## src/hdl/rdcl_pkg.sv

```systemverilog
// Package for the radio duty-cycle limiter: field widths, register defaults,
// FSM state and register index enums, divider request struct.
// No dependencies.
package rdcl_pkg;

    localparam int TIME_WIDTH_DEF    = 32;
    localparam int FRACTION_BITS_DEF = 16;

    localparam int PERIOD_W  = 32;
    localparam int DUTY_W    = 16;
    localparam int AIRTIME_W = 24;
    localparam int TOTAL_W   = 32;
    localparam int WAIT_W    = 32;
    localparam int CFG_IDX_W = 1;
    localparam int CFG_DATA_W = 32;
    localparam int BUDGET_W  = DUTY_W + PERIOD_W;

    localparam logic [PERIOD_W-1:0] PERIOD_RST = PERIOD_W'(3600000);
    localparam logic [DUTY_W-1:0]   DUTY_RST   = DUTY_W'(655);

    typedef enum logic [CFG_IDX_W-1:0] {
        CFG_WINDOW_PERIOD = 1'b0,
        CFG_DUTY_LIMIT    = 1'b1
    } t_cfg_idx;

    typedef enum logic {
        ACT_QUERY  = 1'b0,
        ACT_RECORD = 1'b1
    } t_action;

    typedef enum logic [2:0] {
        ST_IDLE,
        ST_ROLL,
        ST_EVAL,
        ST_CMP,
        ST_SAT,
        ST_DIV,
        ST_DONE
    } t_state;

    // request to the iterative divider
    typedef struct packed {
        logic              start;
        logic [DUTY_W-1:0] rem_init;   // upper part of dividend, below divisor
        logic [WAIT_W-1:0] dividend;   // lower part, fed one bit per step
        logic [DUTY_W-1:0] divisor;
    } t_div_req;

endpackage

```

## src/hdl/rdcl_in_if.sv

```systemverilog
// Input item channel of the duty-cycle limiter: valid/ready plus payload.
// Depends on rdcl_pkg.
interface rdcl_in_if #(
    parameter int TIME_WIDTH = rdcl_pkg::TIME_WIDTH_DEF
);
    import rdcl_pkg::*;

    logic                 valid;
    logic                 ready;
    logic                 action;
    logic [AIRTIME_W-1:0] airtime;
    logic [TIME_WIDTH-1:0] now_time;

    modport source (output valid, output action, output airtime, output now_time,
                    input ready);
    modport sink   (input valid, input action, input airtime, input now_time,
                    output ready);
endinterface

```

## src/hdl/rdcl_out_if.sv

```systemverilog
// Result item channel of the duty-cycle limiter: valid/ready plus payload.
// Depends on rdcl_pkg.
interface rdcl_out_if;
    import rdcl_pkg::*;

    logic              valid;
    logic              ready;
    logic              allowed;
    logic [WAIT_W-1:0] wait_ticks;

    modport source (output valid, output allowed, output wait_ticks, input ready);
    modport sink   (input valid, input allowed, input wait_ticks, output ready);
endinterface

```

## src/hdl/rdcl_div.sv

```systemverilog
// Iterative restoring divider, one quotient bit per cycle.
// Depends on rdcl_pkg.
module rdcl_div (
    input  logic                       i_clk,
    input  logic                       i_rst_n,
    input  rdcl_pkg::t_div_req         i_req,
    output logic [rdcl_pkg::WAIT_W-1:0] o_quotient,
    output logic                       o_done
);
    import rdcl_pkg::*;

    localparam int CNT_W = $clog2(WAIT_W + 1);

    logic [CNT_W-1:0]  r_cnt, n_cnt;
    logic              r_done, n_done;
    logic [DUTY_W-1:0] r_rem, n_rem;
    logic [WAIT_W-1:0] r_quo, n_quo;
    logic [DUTY_W-1:0] r_dvs, n_dvs;
    logic [DUTY_W:0]   trial;
    logic              fits;

    always_comb begin
        trial  = {r_rem, r_quo[WAIT_W-1]};
        fits   = trial >= {1'b0, r_dvs};
        n_cnt  = r_cnt;
        n_done = 1'b0;
        n_rem  = r_rem;
        n_quo  = r_quo;
        n_dvs  = r_dvs;
        if (i_req.start) begin
            n_cnt = CNT_W'(WAIT_W);
            n_rem = i_req.rem_init;
            n_quo = i_req.dividend;
            n_dvs = i_req.divisor;
        end else if (r_cnt != '0) begin
            n_cnt  = r_cnt - 1'b1;
            n_done = (r_cnt == CNT_W'(1));
            n_rem  = fits ? DUTY_W'(trial - {1'b0, r_dvs}) : trial[DUTY_W-1:0];
            n_quo  = {r_quo[WAIT_W-2:0], fits};
        end
    end

    always_ff @(posedge i_clk) begin
        if (!i_rst_n) begin
            r_cnt  <= '0;
            r_done <= 1'b0;
        end else begin
            r_cnt  <= n_cnt;
            r_done <= n_done;
        end
        r_rem <= n_rem;
        r_quo <= n_quo;
        r_dvs <= n_dvs;
    end

    assign o_quotient = r_quo;
    assign o_done     = r_done;

endmodule

```

## src/hdl/radio_duty_cycle_limiter.sv

```systemverilog
// Radio duty-cycle limiter, top level: config registers, window state, sequencer.
// Depends on rdcl_pkg, rdcl_in_if, rdcl_out_if and rdcl_div.
//
// One item at a time. An item is taken while the sequencer is idle, even if the
// previous result still sits unclaimed in the output register. A record, or a
// query that fits the budget, passes the roll, evaluate, compare and done
// states on its way to the result register; a refused query also passes the
// saturation state, and the divide state when the wait has to be divided out,
// because the wait is formed by a restoring divider that produces one of its 32
// quotient bits per cycle and then flags completion. The sequencer returns to
// idle as the result register loads, and the next item is taken from idle. A
// finished item holds in its last state while the output register is full and
// not being drained. The budget is duty_limit * window_period, formed by one
// 16x32 multiply per item, and compared exactly against the airtime sum shifted
// up by FRACTION_BITS. A wait that would exceed 32 bits (including any refusal
// with duty_limit zero) is detected before the divide and saturates.
// Configuration writes are taken at any time and must only happen while idle.
module radio_duty_cycle_limiter #(
    parameter int TIME_WIDTH    = rdcl_pkg::TIME_WIDTH_DEF,
    parameter int FRACTION_BITS = rdcl_pkg::FRACTION_BITS_DEF
) (
    input  logic                            i_clk,
    input  logic                            i_rst_n,
    input  logic                            i_cfg_we,
    input  logic [rdcl_pkg::CFG_IDX_W-1:0]  i_cfg_idx,
    input  logic [rdcl_pkg::CFG_DATA_W-1:0] i_cfg_data,
    rdcl_in_if.sink                         i_in,
    rdcl_out_if.source                      o_out
);
    import rdcl_pkg::*;

    // widths of the budget arithmetic
    localparam int AMT_W   = TOTAL_W + 1;
    localparam int SHIFT_W = AMT_W + FRACTION_BITS;
    localparam int CMP_W   = (SHIFT_W > BUDGET_W) ? SHIFT_W : BUDGET_W;
    localparam int HI_W    = CMP_W - WAIT_W;
    localparam int EL_W    = (TIME_WIDTH > PERIOD_W) ? TIME_WIDTH : PERIOD_W;

    t_state r_state, n_state;

    // configuration
    logic [PERIOD_W-1:0] r_period;
    logic [DUTY_W-1:0]   r_duty;

    // window state
    logic [TIME_WIDTH-1:0] r_begin;
    logic [TOTAL_W-1:0]    r_total;

    // captured item and working values
    logic                  r_act;
    logic [AIRTIME_W-1:0]  r_air;
    logic [TIME_WIDTH-1:0] r_now;
    logic [BUDGET_W-1:0]   r_budget;
    logic [AMT_W-1:0]      r_amount;
    logic [CMP_W-1:0]      r_excess;
    logic                  r_res_allowed;
    logic [WAIT_W-1:0]     r_res_wait;

    // output register
    logic              r_out_valid;
    logic              r_out_allowed;
    logic [WAIT_W-1:0] r_out_wait;

    logic [TIME_WIDTH-1:0] elapsed;
    logic                  restart;
    logic [AMT_W-1:0]      sum;
    logic [TOTAL_W-1:0]    sum_sat;
    logic [CMP_W-1:0]      amount_sh;
    logic                  fits;
    logic [HI_W-1:0]       excess_hi;
    logic                  wait_sat;
    logic                  out_free;
    logic                  accept;

    t_div_req          div_req;
    logic [WAIT_W-1:0] div_quo;
    logic              div_done;

    assign accept   = i_in.valid && i_in.ready;
    assign out_free = !r_out_valid || o_out.ready;

    // window roll: unsigned wrapping elapsed time against the period
    assign elapsed = r_now - r_begin;
    assign restart = EL_W'(elapsed) > EL_W'(r_period);

    // saturating airtime sum
    assign sum     = AMT_W'(r_total) + AMT_W'(r_air);
    assign sum_sat = sum[TOTAL_W] ? '1 : sum[TOTAL_W-1:0];

    // exact budget compare
    assign amount_sh = CMP_W'(r_amount) << FRACTION_BITS;
    assign fits      = amount_sh <= CMP_W'(r_budget);

    // quotient exceeds 32 bits exactly when the upper dividend part reaches the divisor
    assign excess_hi = r_excess[CMP_W-1:WAIT_W];
    assign wait_sat  = excess_hi >= HI_W'(r_duty);

    always_comb begin
        div_req.start    = (r_state == ST_SAT) && !wait_sat;
        div_req.rem_init = excess_hi[DUTY_W-1:0];
        div_req.dividend = r_excess[WAIT_W-1:0];
        div_req.divisor  = r_duty;
    end

    rdcl_div u_div (
        .i_clk      (i_clk),
        .i_rst_n    (i_rst_n),
        .i_req      (div_req),
        .o_quotient (div_quo),
        .o_done     (div_done)
    );

    // sequencer
    always_ff @(posedge i_clk) begin
        if (!i_rst_n) begin
            r_state <= ST_IDLE;
        end else begin
            r_state <= n_state;
        end
    end

    always_comb begin
        n_state = r_state;
        case (r_state)
            ST_IDLE: begin
                if (accept) begin
                    n_state = ST_ROLL;
                end
            end
            ST_ROLL: n_state = ST_EVAL;
            ST_EVAL: n_state = ST_CMP;
            ST_CMP: begin
                if (fits || r_act == ACT_RECORD) begin
                    n_state = ST_DONE;
                end else begin
                    n_state = ST_SAT;
                end
            end
            ST_SAT: begin
                n_state = wait_sat ? ST_DONE : ST_DIV;
            end
            ST_DIV: begin
                if (div_done) begin
                    n_state = ST_DONE;
                end
            end
            ST_DONE: begin
                if (out_free) begin
                    n_state = ST_IDLE;
                end
            end
            default: n_state = ST_IDLE;
        endcase
    end

    assign i_in.ready = (r_state == ST_IDLE);

    // configuration registers
    always_ff @(posedge i_clk) begin
        if (!i_rst_n) begin
            r_period <= PERIOD_RST;
            r_duty   <= DUTY_RST;
        end else if (i_cfg_we) begin
            case (i_cfg_idx)
                CFG_WINDOW_PERIOD: r_period <= i_cfg_data[PERIOD_W-1:0];
                CFG_DUTY_LIMIT:    r_duty   <= i_cfg_data[DUTY_W-1:0];
                default: ;
            endcase
        end
    end

    // window state
    always_ff @(posedge i_clk) begin
        if (!i_rst_n) begin
            r_begin <= '0;
            r_total <= '0;
        end else if (r_state == ST_ROLL && restart) begin
            r_begin <= r_now;
            r_total <= '0;
        end else if (r_state == ST_EVAL && r_act == ACT_RECORD) begin
            r_total <= sum_sat;
        end
    end

    // working datapath
    always_ff @(posedge i_clk) begin
        case (r_state)
            ST_IDLE: begin
                if (accept) begin
                    r_act <= i_in.action;
                    r_air <= i_in.airtime;
                    r_now <= i_in.now_time;
                end
            end
            ST_ROLL: begin
                r_budget <= BUDGET_W'(r_duty) * BUDGET_W'(r_period);
            end
            ST_EVAL: begin
                // a record compares the new saturated total, a query the raw sum
                r_amount <= (r_act == ACT_RECORD) ? AMT_W'(sum_sat) : sum;
            end
            ST_CMP: begin
                r_excess      <= amount_sh - CMP_W'(r_budget);
                r_res_allowed <= fits;
                r_res_wait    <= '0;
            end
            ST_SAT: begin
                if (wait_sat) begin
                    r_res_wait <= '1;
                end
            end
            ST_DIV: begin
                if (div_done) begin
                    r_res_wait <= div_quo;
                end
            end
            default: ;
        endcase
    end

    // output register
    always_ff @(posedge i_clk) begin
        if (!i_rst_n) begin
            r_out_valid <= 1'b0;
        end else if (r_state == ST_DONE && out_free) begin
            r_out_valid <= 1'b1;
        end else if (o_out.ready) begin
            r_out_valid <= 1'b0;
        end
        if (r_state == ST_DONE && out_free) begin
            r_out_allowed <= r_res_allowed;
            r_out_wait    <= r_res_wait;
        end
    end

    assign o_out.valid      = r_out_valid;
    assign o_out.allowed    = r_out_allowed;
    assign o_out.wait_ticks = r_out_wait;

    // a finished item always lands in the output register and frees the sequencer
    a_done_lands: assert property (@(posedge i_clk) disable iff (!i_rst_n)
        (r_state == ST_DONE && out_free) |=> (r_out_valid && r_state == ST_IDLE))
        else $error("finished item not delivered to output register");

    // an allowed result never carries a wait
    a_allowed_no_wait: assert property (@(posedge i_clk) disable iff (!i_rst_n)
        (o_out.valid && o_out.allowed) |-> (o_out.wait_ticks == '0))
        else $error("allowed result with nonzero wait");

    // a record never lowers the airtime total
    a_total_grows: assert property (@(posedge i_clk) disable iff (!i_rst_n)
        (r_state == ST_EVAL && r_act == ACT_RECORD) |=> (r_total >= $past(r_total)))
        else $error("record decreased airtime total");

    // divider finishes only while the sequencer waits on it
    a_div_done_state: assert property (@(posedge i_clk) disable iff (!i_rst_n)
        div_done |-> (r_state == ST_DIV))
        else $error("divider done outside divide state");

endmodule

```

## src/flat_wrapper.sv

```systemverilog
// flat-port wrapper written by rule: the top's interface ports become plain ports
module radio_duty_cycle_limiter_flat import rdcl_pkg::*;
#(
    parameter int TIME_WIDTH    = rdcl_pkg::TIME_WIDTH_DEF,
    parameter int FRACTION_BITS = rdcl_pkg::FRACTION_BITS_DEF
)
  (i_clk, i_rst_n, i_cfg_we, i_cfg_idx, i_cfg_data, i_in_valid, i_in_action, i_in_airtime, i_in_now_time, i_in_ready, o_out_valid, o_out_allowed, o_out_wait_ticks, o_out_ready);
  rdcl_in_if #(.TIME_WIDTH(TIME_WIDTH)) i_in_i ();
  rdcl_out_if o_out_i ();
  input  logic i_clk;
  input  logic i_rst_n;
  input  logic i_cfg_we;
  input  logic [rdcl_pkg::CFG_IDX_W-1:0] i_cfg_idx;
  input  logic [rdcl_pkg::CFG_DATA_W-1:0] i_cfg_data;
  input wire logic [$bits(i_in_i.valid)-1:0] i_in_valid;
  input wire logic [$bits(i_in_i.action)-1:0] i_in_action;
  input wire logic [$bits(i_in_i.airtime)-1:0] i_in_airtime;
  input wire logic [$bits(i_in_i.now_time)-1:0] i_in_now_time;
  output wire logic [$bits(i_in_i.ready)-1:0] i_in_ready;
  output wire logic [$bits(o_out_i.valid)-1:0] o_out_valid;
  output wire logic [$bits(o_out_i.allowed)-1:0] o_out_allowed;
  output wire logic [$bits(o_out_i.wait_ticks)-1:0] o_out_wait_ticks;
  input wire logic [$bits(o_out_i.ready)-1:0] o_out_ready;
  assign i_in_i.valid = i_in_valid;
  assign i_in_i.action = i_in_action;
  assign i_in_i.airtime = i_in_airtime;
  assign i_in_i.now_time = i_in_now_time;
  assign i_in_ready = i_in_i.ready;
  assign o_out_valid = o_out_i.valid;
  assign o_out_allowed = o_out_i.allowed;
  assign o_out_wait_ticks = o_out_i.wait_ticks;
  assign o_out_i.ready = o_out_ready;
  radio_duty_cycle_limiter #(.TIME_WIDTH(TIME_WIDTH), .FRACTION_BITS(FRACTION_BITS)) u_core (.i_clk(i_clk), .i_rst_n(i_rst_n), .i_cfg_we(i_cfg_we), .i_cfg_idx(i_cfg_idx), .i_cfg_data(i_cfg_data), .i_in(i_in_i), .o_out(o_out_i));
endmodule
```

## config.mk

```make
export PLATFORM = sky130hd
export DESIGN_NAME = radio_duty_cycle_limiter_flat
export DESIGN_NICKNAME = d
export VERILOG_FILES = /design/src/hdl/rdcl_pkg.sv /design/src/hdl/rdcl_in_if.sv /design/src/hdl/rdcl_out_if.sv /design/src/hdl/rdcl_div.sv /design/src/hdl/radio_duty_cycle_limiter.sv /design/src/flat_wrapper.sv
export SDC_FILE = /design/constraint.sdc
export NUM_CORES = 2
export LEC_CHECK = 0
export ABC_AREA = 1
export BUFFER_PORTS_ARGS = -buffer_cell sky130_fd_sc_hd__buf_4
export CORE_MARGIN = 2
export CORE_UTILIZATION = 60
export CTS_CLUSTER_DIAMETER = 150
export DETAILED_ROUTE_END_ITERATION = 8
export PLACE_DENSITY = 0.84
export SKIP_CTS_REPAIR_TIMING = 1
export SLEW_MARGIN = 5
export SYNTH_ARGS = -nofsm -noshare
export SYNTH_HDL_FRONTEND = slang
export SYNTH_SLANG_ARGS = --single-unit
```

## constraint.sdc

```tcl
create_clock -name i_clk -period 8.1 [get_ports i_clk]
set_input_delay 1.62 -clock i_clk [delete_from_list [all_inputs] [get_ports i_clk]]
set_output_delay 1.62 -clock i_clk [all_outputs]
set_load 0.02 [all_outputs]
```

==> summary.txt <==
Clk_skew: 0.0316 ns
Peak VDD IR: 0.568 mV
Clk network pwr share: 11.9%
Worst-Skew Late Latency: 0.61 ns
H-tree levels: 2
Clock tree sinks: 440
Max cap viols: 0
CTS tree: yes
Worst hold path class: flop to flop
Synth warn: 0
Layout Nets: 5,825
Deepest clock path buffer count: 3
Worst Hold End: u_core.o_out.wait_ticks[20]
Die area: 70,000 µm²
Fill cells: 5,365
Drt total wl: 110,000 µm
Antenna violations before repair: 2
Power Dens Cells: 463 nW/µm²
Post-Route Setup TNS: 0 ns
Final setup fails: 0
CP startpoint kind: flop
Clock root buffer: clkbuf_16
Asr flop ratio synth: 0%
Combinational share of power: 69.2%
FF-to-FF End: u_core.r_budget[24]
Synth Register Bits: 440
Drt wl/cell: 18.5 µm
FP Rows: 95
Syn Nets: 5,792
Cells after DPL: 5,856
Layout cells sized above 1: 6.03%
DR pass1 iterations: 6
Mapped Avg Cell Area: 8.15 µm²
Crit Path Class: flop to flop
Hold Startpoint: u_core.r_res_wait[20]
GRT Util Overall: 31.8%
Reg2reg start: u_core.r_duty[7]
Status: complete, no violations
Fin cells: 5,951
Initial Util: 60.7%
DRC: 0
Slew Limit Fails: 0
Leak Pwr: 22.6 nW
Synth-to-Final Area Change: 8.53%
Post-synth EDFFs: 317
CP endpoint kind: flop
Die Width: 265 µm
Yosys cell types: 48
Minimum clock period after layout: 7.06 ns
First-pass GRT wire length: 176,000 µm
Worst setup margin: 1.04 ns
Cells after Synth: 5,002
Most frequent cells after synthesis: 1,321 x nand2_1, 1,055 x inv_1, 421 x fa_1
Register area share after synthesis: 29.4%
Crit Path Max Fanout: 27
Main flop type after synthesis: edfxtp_1
Core ar.: 67,200 µm²
Switching pwr: 10.7 mW
Pre-CTS WS: 1.28 ns
# port buffers: 129
Mapped Area: 40,800 µm²
Actual transition at the worst max-transition pin: 1.33 ns
Period utilisation layout: 87.2%
Max Freq: 142 MHz
Grt ovf: 0
RSZ-0062 raised after global routing: no
Endpoints failing hold: 0
Worst Path Arrival: 7.41 ns
Clk slew on worst S/H paths: 0.07 ns
Vias in the first global route: 33,500
Drt first-iter violations: 3,541
Sw frac: 52.4%
# IOs: 130
Cell depth of the worst min-delay path: 0
Worst R2R Path Depth: 21
Routability cong.: 1.01
DIE HEIGHT: 265 µm
ANT nets after route: 0
Pint: 9.75 mW
Req. time, crit path: 8.45 ns
Synth area leaders: edfxtp_1 23%, fa_1 21%, nand2_1 12%
Total CTS buffers: 50
Top-area cell type share of the netlist area: 23.4%
Worst reg-to-reg setup slack: 1.04 ns
Most common cell in the netlist: nand2_1
Post-DP HPWL: 85,100 µm
Leading area contributor after synthesis: edfxtp_1
Max_slew headroom: 11.1%
Vias per cell: 5.63
Largest net degree at the start of global routing: 68
Flop pwr share: 18.9%
FF/Latch Area: 12,000 µm²
Via count: 33,500
Area used by multi-input combinational logic: 24,100 µm²
## worst max-delay path, stage by stage (launching register included)
cell,delay (ns)
dfxtp_1,1.20
buf_4,0.32
nand2_1,0.08
fa_1,0.52
inv_1,0.05
fa_1,0.38
inv_1,0.12
fa_1,0.40
inv_1,0.08
fa_1,0.44
fa_1,0.55
inv_1,0.05
fa_1,0.57
inv_1,0.06
ha_1,0.35
nand2_1,0.12
nor2_1,0.26
nand2_1,0.08
o21ai_0,0.52
a21oi_1,0.28
o21ai_0,0.26
xor2_1,0.11
## power groups by stage
| stage | Clock, mW | Combinational [mW] | Sequential [mW] |
|---|---|---|---|
| floorplan | 0 | 9.85 | 3.70 |
| global placement | 0 | 13.6 | 3.88 |
| detailed placement | 0 | 13.8 | 3.90 |
| CTS | 2.46 | 13.9 | 3.86 |
| global route | 2.55 | 15.7 | 3.90 |
| finish | 2.44 | 14.2 | 3.87 |
## how the worst max path moves through the flow
stage | endpoint | cells after the start | start | slack [ns]
after floorplan | u_core.r_res_wait[0] | 4 | u_core.r_state[0] | 1.59
after global placement | u_core.r_budget[24] | 18 | u_core.r_duty[7] | 1.37
after detailed placement | u_core.r_budget[24] | 21 | u_core.r_duty[8] | 1.28
after CTS | u_core.r_budget[24] | 21 | u_core.r_duty[8] | 1.25
after global routing | u_core.r_budget[24] | 20 | u_core.r_duty[7] | 0.76
final | u_core.r_budget[24] | 21 | u_core.r_duty[7] | 1.04
## layout by cell type (no fill, tap or decap), types with 8 or more instances in the layout
master	instances
a21boi_0	8
o21ai_0	143
a31oi_1	37
nor2_1	298
dfxtp_1	123
xor2_1	98
nor3_1	26
fa_1	421
o211ai_1	19
clkbuf_16	50
inv_1	1055
o21bai_1	13
nand3b_1	31
or2_2	12
nand2b_1	8
a21oi_1	270
inv_6	8
xnor2_1	58
nor4_1	19
edfxtp_1	317
ha_1	274
a21o_1	31
nand4_1	23
buf_4	173
nand3_1	143
nand2_1	1319
## logic make-up after synthesis
family | synth area share, %
AOI/OAI and AO/OA | 7.42
xor gates and xnor gates | 3.35
adders and majority gates | 29.1
buffers and inverters | 11.7
DFF | 29.4
and+or+nand+nor | 19.1
## per-stage QoR
step	power, mW	instance area, µm²	util, %	hold slack [ns]
floorplan	13.6	40800	-	0.400
CTS	20.2	44200	65.9	0.417
global placement	17.5	42500	63.2	0.402
global route	22.1	44200	65.9	0.423
detailed placement	17.7	42500	63.2	0.405
finish	20.5	44200	65.9	0.411
## per-layer routing
layer	global-route usage [%]	part of all wire [%]	up-vias
li1	-	-	15500
met1	42.5	40	16000
met2	52.4	47	1674
met3	5.08	9.4	320
met4	12.0	4.1	2
met5	0	0.012	-
## layout make-up
| type | instances | share of cell area [%] |
|---|---|---|
| Clock inverter | 34 | 0.981 |
| Multi-Input combinational cell | 3310 | 54.5 |
| Clock buffer | 59 | 3.04 |
| Antenna cell | 2 | 0.0113 |
| Tap cell | 873 | 2.47 |
| Sequential cell | 440 | 27.1 |
| Inverter | 1059 | 8.98 |
| Timing Repair Buffer | 174 | 2.98 |
## flip-flops by register name, summed over array words and instances (netlist names)
signal	flops
u_core.u_div.r_dvs	16
u_core.o_out.allowed	1
u_core.r_now	32
u_core.r_res_wait	32
u_core.u_div.r_cnt	6
u_core.r_air	24
u_core.r_duty	16
u_core.r_budget	48
u_core.r_res_allowed	1
u_core.r_excess	49
u_core.u_div.o_done	1
u_core.r_amount	33
u_core.r_period	32
u_core.u_div.r_rem	16
u_core.r_act	1
u_core.r_state	3
u_core.r_begin	32
u_core.o_out.wait_ticks	32
u_core.u_div.o_quotient	32
u_core.o_out.valid	1
u_core.r_total	32
Note: power is estimated with default switching activity, not from simulation.
